$ cat src/design/prct_pkg.sv
`default_nettype none
// ----------------------------------------------------------------------------
// prct_pkg: shared types and constants for the parity range count tree
// Field widths, action codes and the command/status bundles that join the
// controller to the datapath.
// ----------------------------------------------------------------------------
package prct_pkg;

  localparam int ACT_W      = 2;
  localparam int IDX_W      = 10;
  localparam int VAL_W      = 32;
  localparam int CNT_W      = 11;
  // Index fields are 10 bits, so no more than this many leaves are reachable.
  localparam int MAX_LEAVES = 1024;

  localparam logic [ACT_W-1:0] ACT_SET  = 2'd0;
  localparam logic [ACT_W-1:0] ACT_EVEN = 2'd1;
  localparam logic [ACT_W-1:0] ACT_ODD  = 2'd2;

  // Controller to datapath.
  typedef struct packed {
    logic load;      // latch the accepted item, clear the sum
    logic clr_en;    // write zero at the clear counter, advance it
    logic set_wr;    // write node +/- 1 on the set path, step to the parent
    logic q_left;    // read the node at the left cursor, advance it
    logic q_right;   // step the right cursor back, read that node
    logic q_shift;   // move both cursors up one level
    logic res_load;  // load the result register
  } cmd_t;

  // Datapath to controller.
  typedef struct packed {
    logic clr_last;
    logic is_set;
    logic is_query;
    logic set_ok;
    logic range_ok;
    logic no_change;
    logic at_root;
    logic l_lt_r;
    logic l_odd;
    logic r_odd;
    logic out_free;
  } sts_t;

endpackage
`default_nettype wire

$ cat src/design/prct_ctrl.sv
`default_nettype none
// ----------------------------------------------------------------------------
// prct_ctrl: sequencer for clear pass, set path walk and query walk
// ----------------------------------------------------------------------------
module prct_ctrl (
  input  wire logic           clk,
  input  wire logic           rst_n,
  input  wire logic           in_valid,
  output logic                in_ready,
  input  wire prct_pkg::sts_t sts,
  output prct_pkg::cmd_t      cmd
);
  import prct_pkg::*;

  typedef enum logic [6:0] {
    ST_CLEAR  = 7'b0000001,
    ST_IDLE   = 7'b0000010,
    ST_DECODE = 7'b0000100,
    ST_SET_RD = 7'b0001000,
    ST_SET_WR = 7'b0010000,
    ST_Q_STEP = 7'b0100000,
    ST_DONE   = 7'b1000000
  } state_t;

  state_t state_r, state_nxt;

  assign in_ready = (state_r == ST_IDLE);

  always_comb begin
    cmd       = '0;
    state_nxt = state_r;
    unique case (state_r)
      ST_CLEAR: begin
        cmd.clr_en = 1'b1;
        if (sts.clr_last) begin
          state_nxt = ST_IDLE;
        end
      end
      ST_IDLE: begin
        if (in_valid) begin
          cmd.load  = 1'b1;
          state_nxt = ST_DECODE;
        end
      end
      ST_DECODE: begin
        if (sts.is_set) begin
          state_nxt = sts.set_ok ? ST_SET_RD : ST_IDLE;
        end else if (sts.is_query) begin
          state_nxt = sts.range_ok ? ST_Q_STEP : ST_DONE;
        end else begin
          state_nxt = ST_IDLE;
        end
      end
      ST_SET_RD: begin
        state_nxt = ST_SET_WR;
      end
      ST_SET_WR: begin
        if (sts.no_change) begin
          state_nxt = ST_IDLE;
        end else begin
          cmd.set_wr = 1'b1;
          state_nxt  = sts.at_root ? ST_IDLE : ST_SET_RD;
        end
      end
      ST_Q_STEP: begin
        if (!sts.l_lt_r) begin
          state_nxt = ST_DONE;
        end else if (sts.l_odd) begin
          cmd.q_left = 1'b1;
        end else if (sts.r_odd) begin
          cmd.q_right = 1'b1;
        end else begin
          cmd.q_shift = 1'b1;
        end
      end
      ST_DONE: begin
        if (sts.out_free) begin
          cmd.res_load = 1'b1;
          state_nxt    = ST_IDLE;
        end
      end
      default: begin
        state_nxt = ST_IDLE;
      end
    endcase
  end

  always_ff @(posedge clk) begin
    if (!rst_n) begin
      state_r <= ST_CLEAR;
    end else begin
      state_r <= state_nxt;
    end
  end

endmodule
`default_nettype wire

$ cat config.mk
export PLATFORM = sky130hd
export DESIGN_NAME = prct_ctrl
export DESIGN_NICKNAME = d
export VERILOG_FILES = /design/src/design/prct_pkg.sv /design/src/design/prct_ctrl.sv
export SDC_FILE = /design/constraint.sdc
export NUM_CORES = 1
export LEC_CHECK = 0
export ABC_AREA = 1
export BUFFER_PORTS_ARGS = -buffer_cell sky130_fd_sc_hd__buf_2
export CORE_AREA = 2 2 39 41
export CTS_CLUSTER_DIAMETER = 30
export DETAILED_ROUTE_END_ITERATION = 10
export DIE_AREA = 0 0 41 43
export PLACE_DENSITY = 0.72
export RECOVER_POWER = 100
export SLEW_MARGIN = 0
export SYNTH_ARGS = -nofsm -noshare
export SYNTH_HDL_FRONTEND = slang
export SYNTH_SLANG_ARGS = --single-unit
$ cat constraint.sdc
create_clock -name clk -period 2.8 [get_ports clk]
set_clock_uncertainty 0.05 [all_clocks]
set_input_delay 0.84 -clock clk [delete_from_list [all_inputs] [get_ports clk]]
set_output_delay 0.84 -clock clk [all_outputs]
set_load 0.03 [all_outputs]
==> metrics.cfg <==
[die]
die_w_um = 41
core-area_um2 = 1384
die_h_um = 43
start_util_pct = 41.41
io_pins = 22
die_area_um2 = 1763
rows = 14

[layout]
largest_reg_flops = 7
reg_top3 = state_r: 7 flops
regMostFlops = state_r
antenna_cells = 0
area_growth_syn_to_layout_pct = 20.96
drive_gt1_share_pct = 26.50
nets = 132

[worst_setup_path]
end_kind = primary output
cp_slowest_cell = clkbuf_1
path_delay_family = buffers and inverters
critPathArrivalTime_ns = 1.56
cp_num_buf_inv = 3
crit_chain = buf_2 -> inv_1 -> nor4_1 -> clkbuf_1
cp-start-kind = input pin
worst-path-max-fanout = 2
path_class = in -> out
critPathRequiredTime_ns = 1.91
crit_path_max_incr_delay_ns = 0.34

[synth]
yosysMostFrequentCell = nand2_1
synth_seq_area_share_pct = 24.45
synth_edf_count = 0
async_flop_share_pct = 0
synth_commonest_cells = nand2_1 (19), inv_1 (16), nor2_1 (14), dfxtp_1 (7), nand3_1 (6)
synthesis.yosys.warnings = 0
synth-seq-cells = 7
synthFlopType = dfxtp_1
yosys-top-cells-area = dfxtp_1 (24%), nand2_1 (12%), inv_1 (10%)
synth.avg_cell_area_um2 = 6.229
synthCells = 92
synth_cell_types = 19
synth_top_area_share_pct = 24.45
netlist_area_um2 = 573.1
syn-num-nets = 106
yosys.area.top_type = dfxtp_1

[clock_network]
cts_buffer_depth = 2
clk_pin_slew_ns = 0.06
cts.sinks = 7
cts_tree = yes
cts_root_buf = clkbuf_4
postCtsResizedCells = 0
ctsHoldBuffers = 0
insertion_delay_ns = 0.25
cts-buffers-inserted = 3
h-tree-depth = 1
cts_setup_buffers = 0

[global_routing]
grt_antenna_before_repair = 0
grt_max_degree = 6
grt_usage_pct = 13.98
first_global_vias = 478
gr-total-overflow = 0
grt_pass1_wl_mm = 1.718

[route]
drt-pass1-iter-count = 4
drc = 0
drt_iter0_markers = 7
wl_per_cell_um = 8.782
via_per_inst = 4.526
routed_wl_mm = 1.168
ant_nets = 0
vias = 602

[sta]
slew_headroom_pct = 75.80
fin_crit_sh_pct = 87.60
rsz0062_at_grt = no
finalHoldViolCount = 0
setup_viol = 0
tightest_slew_ns = 0.3645
post-route-min-period_ns = 2.453
tns_ns = 0
slew_viol_final = 0
clock.fmax_ghz = 0.4077

[power]
power.switching_uw = 84.91
p_comb_share_pct = 24.1
total_power_uw = 265.7
pwr-share-seq_pct = 40.8
p_per_area_nw_per_um2 = 383.4
p_int_uw = 180.8
power.share.clock_pct = 35.0
ir_drop_uv = 235.8
p_sw_share_pct = 31.96
p_leak_uw = 0.0003770

[outcome]
status = completed

[placement]
port_buffers = 21
gp_congestion = 0.7993
dpl.hpwl_um = 969.3

[run]
drv_cap = 0

[hold_path]
hp-class = reg -> reg

-- logic make-up (layout without fill, tap and decap cells) --
family          count (synthesis)  in the layout  synth area share (%)
compound gates                  5              5                 6.113
buf+inv                        21             46                 13.76
flops                           7              7                 24.45
simple gates                   59             59                 55.68
-- metrics by stage --
step / hold slack, ns / setup slack, ns / utilization (%) / cells / instance area (um^2)
3_5_place_dp: 0.5311 / 0.4636 / 50.45 / 129 / 698.2
5_1_grt: 0.5760 / 0.2336 / 50.09 / 133 / 693.2
6_report: 0.5311 / 0.3471 / 50.09 / 133 / 693.2
2_1_floorplan: 0.4993 / 0.04536 / - / 92 / 573.1
3_3_place_gp: 0.5265 / 0.5016 / 50.45 / 129 / 698.2
4_1_cts: 0.5463 / 0.4585 / 52.35 / 133 / 724.4
-- routing by layer --
metal | track usage (%) | share of wire [%]
met1 | 16.83 | 47
met2 | 23.44 | 47
met3 | 1.571 | 4.7
met4 | 6.000 | 1.2
met5 | 0 | 0
-- cell type report --
cell class,instances,area [um^2]
multi-input combinational,64,335.3
inverter,21,78.83
clock buffer,4,26.28
tap,16,20.02
sequential,7,140.1
fill,161,690.7
timing repair buffer,21,92.59
-- worst min-delay path, stage by stage (launching register included) --
cell and delay [ns]:
dfxtp_1 0.37, nor2_1 0.06, nand2_1 0.07, nor3_1 0.04
-- power by group through the flow --
stage | Clock [uW] | Sequential, uW | Combinational (uW)
2_1_floorplan | 0 | 110 | 47.4
3_3_place_gp | 0 | 110 | 66.2
3_5_place_dp | 0 | 111 | 67.3
4_1_cts | 92.3 | 108 | 67.7
5_1_grt | 100 | 109 | 71.8
6_report | 93.1 | 109 | 64.1
-- cell usage in the layout, fill, tap and decap left out --
master / Yosys / routed
dfxtp_1: 7 / 7
nand2_4: 3 / 2
nor2_1: 14 / 15
a21oi_1: 2 / 3
inv_1: 16 / 16
nor3_1: 4 / 4
nand2_2: 2 / 2
o21ai_1: 1 / 1
nand3_1: 6 / 6
clkinv_1: 0 / 1
nand2_1: 19 / 20
nor2_2: 3 / 3
inv_2: 5 / 4
buf_2: 0 / 11
nand3_2: 1 / 1
nor4_1: 1 / 1
clkbuf_4: 0 / 3
clkbuf_1: 0 / 11
nor2_4: 4 / 3
o21bai_2: 1 / 1
nor3b_1: 1 / 1
nand3b_2: 1 / 1
-- path summary, 6_finish.rpt --
| kind | start | to | slack (ns) | cells after the start |
|---|---|---|---|---|
| worst min-delay path | state_r[2] | state_r[4] | 0.53 | 3 |
| worst max-delay path | sts[0] | cmd[0] | 0.35 | 4 |
| worst min register to register | state_r[2] | state_r[4] | 0.53 | 3 |
| worst max register to register | state_r[2] | state_r[6] | 1.39 | 8 |
No activity file was read; power rests on OpenSTA's default activity.
